$ cat config.mk
export PLATFORM = sky130hd
export DESIGN_NAME = ordered_list_store
export DESIGN_NICKNAME = d
export VERILOG_FILES = /design/src/rtl/core/ols_pkg.sv /design/src/rtl/core/ols_store.sv /design/src/rtl/core/ordered_list_store.sv
export SDC_FILE = /design/constraint.sdc
export NUM_CORES = 1
export LEC_CHECK = 0
export BUFFER_PORTS_ARGS = -buffer_cell sky130_fd_sc_hd__buf_2
export CORE_MARGIN = 1.5
export CORE_UTILIZATION = 56
export CTS_CLUSTER_SIZE = 28
export DETAILED_ROUTE_END_ITERATION = 6
export GPL_ROUTABILITY_DRIVEN = 1
export PLACE_DENSITY = 0.79
export SLEW_MARGIN = 20
export SYNTH_ARGS = -nofsm -noshare
export SYNTH_HDL_FRONTEND = slang
export SYNTH_SLANG_ARGS = --single-unit
$ cat constraint.sdc
create_clock -name clk -period 4.1 [get_ports clk]
set_clock_uncertainty 0.15 [all_clocks]
set_input_delay 0.205 -clock clk [delete_from_list [all_inputs] [get_ports clk]]
set_output_delay 0.205 -clock clk [all_outputs]
set_load 0.02 [all_outputs]
$ cat src/rtl/core/ols_pkg.sv
// Shared types and constants for the ordered list store.
package ols_pkg;

  localparam int CAPACITY = 16;
  localparam int IDX_W    = $clog2(CAPACITY);
  localparam int CNT_W    = 5;
  localparam int VAL_W    = 32;

  localparam logic [1:0] OP_APPEND = 2'd0;
  localparam logic [1:0] OP_INSERT = 2'd1;
  localparam logic [1:0] OP_REMOVE = 2'd2;
  localparam logic [1:0] OP_QUERY  = 2'd3;

  localparam logic [1:0] STAT_OK      = 2'd0;
  localparam logic [1:0] STAT_BAD_POS = 2'd1;
  localparam logic [1:0] STAT_FULL    = 2'd2;
  localparam logic [1:0] STAT_ABSENT  = 2'd3;

  typedef struct packed {
    logic [1:0]              op;
    logic [CNT_W-1:0]        position;
    logic signed [VAL_W-1:0] value;
  } in_t;

  typedef struct packed {
    logic [1:0]       status;
    logic [CNT_W-1:0] count;
  } out_t;

  typedef struct packed {
    logic             we;
    logic [IDX_W-1:0] waddr;
    logic [VAL_W-1:0] wdata;
    logic [IDX_W-1:0] raddr;
  } mem_req_t;

endpackage

$ cat src/rtl/core/ols_store.sv
// Entry storage: one write port, one read port with registered read data.
module ols_store
  import ols_pkg::*;
(
  input  logic             clk,
  input  mem_req_t         req,
  output logic [VAL_W-1:0] rd_data
);

  logic [VAL_W-1:0] mem [CAPACITY];
  logic [VAL_W-1:0] rd_data_r;

  always_ff @(posedge clk) begin
    if (req.we) begin
      mem[req.waddr] <= req.wdata;
    end
    rd_data_r <= mem[req.raddr];
  end

  assign rd_data = rd_data_r;

endmodule

$ cat src/rtl/core/ordered_list_store.sv
// Top level: request sequencer of the ordered list store.
//
// An item is taken when start is high and busy is low; exactly one result
// follows, shown for one cycle with out_strobe high (the receiver cannot stall
// it). Items that are settled at once (bad position, full store, query or
// remove on an empty store, insert or append at the end) give their result
// in the cycle after start and leave busy low. An insert at position p walks
// the store (one write port, one read port) with one entry move per cycle.
// Query and remove scan the store one entry per cycle from the front (one
// compare unit on the registered read data); remove then moves each later
// entry down one per cycle.
module ordered_list_store
  import ols_pkg::*;
(
  input  logic clk,
  input  logic rst_n,
  input  logic start,
  output logic busy,
  input  in_t  in_item,
  output logic out_strobe,
  output out_t out_item
);

  typedef enum logic [2:0] {
    S_IDLE,
    S_INS_SHIFT,
    S_INS_PUT,
    S_SRCH,
    S_RM_SHIFT
  } state_t;

  state_t                  state_r, state_nxt;
  logic [IDX_W-1:0]        idx_r, idx_nxt;
  logic [CNT_W-1:0]        count_r, count_nxt;
  logic [1:0]              op_r, op_nxt;
  logic [CNT_W-1:0]        pos_r, pos_nxt;
  logic signed [VAL_W-1:0] val_r, val_nxt;
  logic                    out_vld_r, out_vld_nxt;
  out_t                    out_r, out_nxt;
  logic [1:0]              stat_nxt;
  mem_req_t                req;
  logic [VAL_W-1:0]        rd_data;
  logic                    hit;
  logic [CNT_W-1:0]        p_sel;

  ols_store u_store (
    .clk     (clk),
    .req     (req),
    .rd_data (rd_data)
  );

  // shared compare unit
  assign hit = (rd_data == val_r);

  always_comb begin
    state_nxt   = state_r;
    idx_nxt     = idx_r;
    count_nxt   = count_r;
    op_nxt      = op_r;
    pos_nxt     = pos_r;
    val_nxt     = val_r;
    out_vld_nxt = 1'b0;
    stat_nxt    = STAT_OK;
    req         = '0;
    p_sel       = (in_item.op == OP_APPEND) ? count_r : in_item.position;

    unique case (state_r)
      S_IDLE: begin
        if (start) begin
          op_nxt  = in_item.op;
          val_nxt = in_item.value;
          case (in_item.op) inside
            OP_APPEND, OP_INSERT: begin
              pos_nxt = p_sel;
              if (p_sel > count_r) begin
                out_vld_nxt = 1'b1;
                stat_nxt    = STAT_BAD_POS;
              end else if (count_r == CNT_W'(CAPACITY)) begin
                out_vld_nxt = 1'b1;
                stat_nxt    = STAT_FULL;
              end else if (p_sel == count_r) begin
                req.we      = 1'b1;
                req.waddr   = p_sel[IDX_W-1:0];
                req.wdata   = in_item.value;
                count_nxt   = count_r + CNT_W'(1);
                out_vld_nxt = 1'b1;
              end else begin
                // prefetch the last entry, then move entries up from the end
                req.raddr = IDX_W'(count_r - CNT_W'(1));
                idx_nxt   = count_r[IDX_W-1:0];
                state_nxt = S_INS_SHIFT;
              end
            end
            default: begin
              if (count_r == '0) begin
                out_vld_nxt = 1'b1;
                stat_nxt    = STAT_ABSENT;
              end else begin
                req.raddr = '0;
                idx_nxt   = '0;
                state_nxt = S_SRCH;
              end
            end
          endcase
        end
      end

      S_INS_SHIFT: begin
        req.we    = 1'b1;
        req.waddr = idx_r;
        req.wdata = rd_data;
        if ((idx_r - IDX_W'(1)) == pos_r[IDX_W-1:0]) begin
          state_nxt = S_INS_PUT;
        end else begin
          req.raddr = idx_r - IDX_W'(2);
          idx_nxt   = idx_r - IDX_W'(1);
        end
      end

      S_INS_PUT: begin
        req.we      = 1'b1;
        req.waddr   = pos_r[IDX_W-1:0];
        req.wdata   = val_r;
        count_nxt   = count_r + CNT_W'(1);
        out_vld_nxt = 1'b1;
        state_nxt   = S_IDLE;
      end

      S_SRCH: begin
        // read data holds entry idx_r; next entry is fetched meanwhile
        req.raddr = idx_r + IDX_W'(1);
        if (hit) begin
          if (op_r == OP_QUERY) begin
            out_vld_nxt = 1'b1;
            state_nxt   = S_IDLE;
          end else if (CNT_W'(idx_r) + CNT_W'(1) == count_r) begin
            count_nxt   = count_r - CNT_W'(1);
            out_vld_nxt = 1'b1;
            state_nxt   = S_IDLE;
          end else begin
            state_nxt = S_RM_SHIFT;
          end
        end else if (CNT_W'(idx_r) + CNT_W'(1) == count_r) begin
          out_vld_nxt = 1'b1;
          stat_nxt    = STAT_ABSENT;
          state_nxt   = S_IDLE;
        end else begin
          idx_nxt = idx_r + IDX_W'(1);
        end
      end

      S_RM_SHIFT: begin
        req.we    = 1'b1;
        req.waddr = idx_r;
        req.wdata = rd_data;
        req.raddr = idx_r + IDX_W'(2);
        if (CNT_W'(idx_r) + CNT_W'(2) == count_r) begin
          count_nxt   = count_r - CNT_W'(1);
          out_vld_nxt = 1'b1;
          state_nxt   = S_IDLE;
        end else begin
          idx_nxt = idx_r + IDX_W'(1);
        end
      end

      default: begin
        state_nxt = S_IDLE;
      end
    endcase

    out_nxt = out_r;
    if (out_vld_nxt) begin
      out_nxt.status = stat_nxt;
      out_nxt.count  = count_nxt;
    end
  end

  always_ff @(posedge clk) begin
    if (!rst_n) begin
      state_r   <= S_IDLE;
      count_r   <= '0;
      out_vld_r <= 1'b0;
    end else begin
      state_r   <= state_nxt;
      count_r   <= count_nxt;
      out_vld_r <= out_vld_nxt;
    end
    idx_r <= idx_nxt;
    op_r  <= op_nxt;
    pos_r <= pos_nxt;
    val_r <= val_nxt;
    out_r <= out_nxt;
  end

  assign busy       = (state_r != S_IDLE);
  assign out_strobe = out_vld_r;
  assign out_item   = out_r;

endmodule
==> flow_summary_export.csv <==
group,metric,value,unit
sta,hold_viol_final,0,
sta,period_share,95.56,%
status,status,"finished, violations left",
drt,drt_iter0_markers,1987,
cells_and_area,fin_area,0.02866,sq mm
cells_and_area,fin_nets,1738,
logic_synthesis,ys_seq_area_share,71.86,%
logic_synthesis,avgSynthCellArea,16.02,sq um
place,io_buffers,50,
cts,htreeDepth,2,
power,leakage,10.70,nW
place,place_hpwl,35290,um
logic_synthesis,synth_cell_types,77,
power,p_comb_share,31.1,%
power,power_density,706.4,mW/mm^2
power,p_sw_share,32.53,%
sta,min_period,3.918,ns
cells_and_area,area.growth.synth_to_final,16.59,%
global_routing,grt_max_degree,37,
sta,worst_pin_slew,0.7824,ns
logic_synthesis,synth_edf_count,561,
worst_setup_path,worstSetupPathType,"reg2reg",
power,power_frac_clock,27.0,%
cts,clk_pin_slew,0.06,ns
die,start_util,56.94,%
cells_and_area,most-common-layout-cells,"561 x edfxtp_1, 225 x mux2i_1, 96 x o22ai_1",
global_routing,grt_pass1_vias,14810,
cts,clock_path_buffers,3,
status,violations,"DRC",
cells_and_area,final_common_cell,"edfxtp_1",
sta,whs,0.1306,ns
place,dpl_cell_area,0.02628,sq mm
sta,drv_slew,0,
die,io_pins,51,
cts,clockRootBuffer,"clkbuf_16",
die,die_y,212.5,um
drt,wl_per_cell,26.56,um
logic_synthesis,async_flop_share,0,%
sta,finalSetupViolCount,0,
worst_setup_path,cp.arrival,4.04,ns
power,p_seq_share,41.9,%
sta,rsz0062_at_grt,"no",
sta,max_clock_freq,0.2552,GHz
hold_path,hp-start,"start",
logic_synthesis,ys_ff_latch,602,
worst_setup_path,crit_start,"count_r[1]",
global_routing,grt.total_usage,27.69,%
drt,vias_per_cell,6.437,
worst_setup_path,crit_fanout,12,
logic_synthesis,synth_cells,1535,
die,die_w,212.5,um
power,finalPower,20.25,mW
drt,finalWirelength,61480,um
drt,drtAntennaViolNets,0,
cts,cts_made_buffers,56,
global_routing,grt-ovfl-total,0,
die,core_area,0.04317,sq mm
logic_synthesis,ys_warn_count,0,
die,num_rows,76,
sta,max_slew_margin,47.36,%
power,power_switching,6.587,mW
power,peakVddDrop,0.5263,mV
cts,clk_latency,0.64,ns
worst_setup_path,cp-start-kind,"flip-flop",
logic_synthesis,synth_top_flop_cell,"edfxtp_1",
drt,via_count,14900,
worst_setup_path,critPathCaptureType,"flip-flop",
place,globalplace.congestion,0.9209,
global_routing,grt_antenna_before_repair,0,
drt,dr.pass1.iters,7,
cts,post_cts_buffers,0,
logic_synthesis,syn-cell-area,0.02458,sq mm
cells_and_area,drive_gt1_share,16.01,%
hold_path,min_path_type,"in2reg",
cts,cts_tree,"done",
worst_setup_path,cp.required,4.22,ns
die,dieArea,0.04516,sq mm
worst_setup_path,r2r-start,"count_r[1]",
logic_synthesis,syn_nets,1590,
drt,drc,6,
cts,cts_num_sinks,602,
run,cap_violations,0,
global_routing,grt_pass1_wl,90720,um
power,p_int,13.66,mW
cells_and_area,n_antenna_cell,0,
-- power groups by stage --
stage | Combinational, mW | Sequential, mW | Clock, mW
floorplan | 4.05 | 8.49 | 0
global placement | 5.94 | 8.54 | 0
CTS | 6.20 | 8.46 | 5.49
global route | 6.69 | 8.53 | 5.73
finish | 6.29 | 8.48 | 5.47
detailed placement | 6.12 | 8.58 | 0
-- cells by family (layout without fill, tap and decap cells) --
logic type / after synthesis / after routing / share of synthesized area (%)
compound gates: 283 / 283 / 8.143
xor+xnor: 52 / 52 / 1.919
fa+ha+maj: 13 / 13 / 0.6617
flops: 602 / 602 / 71.86
mux: 230 / 230 / 9.390
buf+inv: 144 / 339 / 3.018
simple gates: 211 / 211 / 5.003
-- final timing paths --
kind	endpoint	slack (ns)	depth (start not counted)
setup / recovery	u_store.mem[2][8]	0.18	9
hold / removal	state_r[1]	0.13	5
setup reg to reg	u_store.mem[2][8]	0.18	9
hold reg to reg	u_store.rd_data[22]	0.47	3
-- cell usage after synthesis (all sizes together), types with 11 or more instances --
cell / instances / area share (%)
a21oi: 53 / 1.1
a221oi: 32 / 1.1
a222oi: 35 / 1.4
buf: 64 / 1.8
clkbuf: 27 / 0.41
dfxtp: 41 / 3.3
edfxtp: 561 / 69
ha: 13 / 0.66
inv: 53 / 0.81
mux2i: 225 / 9.2
nand2: 58 / 0.92
nand3: 18 / 0.49
nand4: 11 / 0.31
nor2: 36 / 0.55
nor3: 12 / 0.34
o21ai: 21 / 0.43
o22ai: 96 / 2.4
or4: 32 / 0.98
xnor2: 43 / 1.5
-- worst max-delay path, cell delays in order, from the launching register on --
cell	delay [ns]
dfxtp_1	0.40
inv_1	0.21
ha_1	0.35
nor4bb_1	0.43
nor2_1	0.18
and3_2	0.31
a222oi_1	0.58
nand2_1	0.42
nor2_4	0.25
buf_4	0.29
-- metal layers --
metal | track usage [%] | vias to the layer above | share of wire [%] | wire length (um)
li1 | - | 6413 | - | -
met1 | 36.84 | 7374 | 38 | 23340
met2 | 45.19 | 957 | 49 | 29840
met3 | 4.771 | 157 | 10 | 6120
met4 | 12.03 | 0 | 3.5 | 2178
met5 | 0 | - | 0 | 0
-- sequential cells by signal (all words and copies together) (netlist names) --
signal	cells
out_strobe	1
count_r	5
out_item	7
state_r	3
idx_r	4
op_r	2
val_r	32
u_store.rd_data	32
u_store.mem	512
pos_r	4
-- through the flow --
stage / setup TNS (ns) / util (%) / instances / worst slack (ns)
after global routing: 0 / 66.39 / 2315 / 0.07158
final: 0 / 66.39 / 2315 / 0.1819
after detailed placement: 0 / 60.87 / 2170 / 0.1629
after global placement: 0 / 60.87 / 2170 / 0.2418
after floorplan: -83.54 / - / 1535 / -0.3852
after CTS: 0 / 66.36 / 2315 / 0.2445
-- cell type report --
type                            instances  area, sq um
Clock buffer                           76         1598
Clock inverter                         29        371.6
Fill cell                            2806        14510
Inverter                               53        198.9
Multi-Input combinational cell        789         6336
Sequential cell                       602        17670
Tap cell                              585        732.0
Timing Repair Buffer                  181         1759
-- timing repair --
item / 4_1_cts / 5_1_grt
hold buffers: 40 / 0
endpoints found under the hold margin: 47 / 0
resized for setup: 0 / 1
endpoints found under the setup margin: 0 / 1
Note: power is estimated with default switching activity, not from simulation.
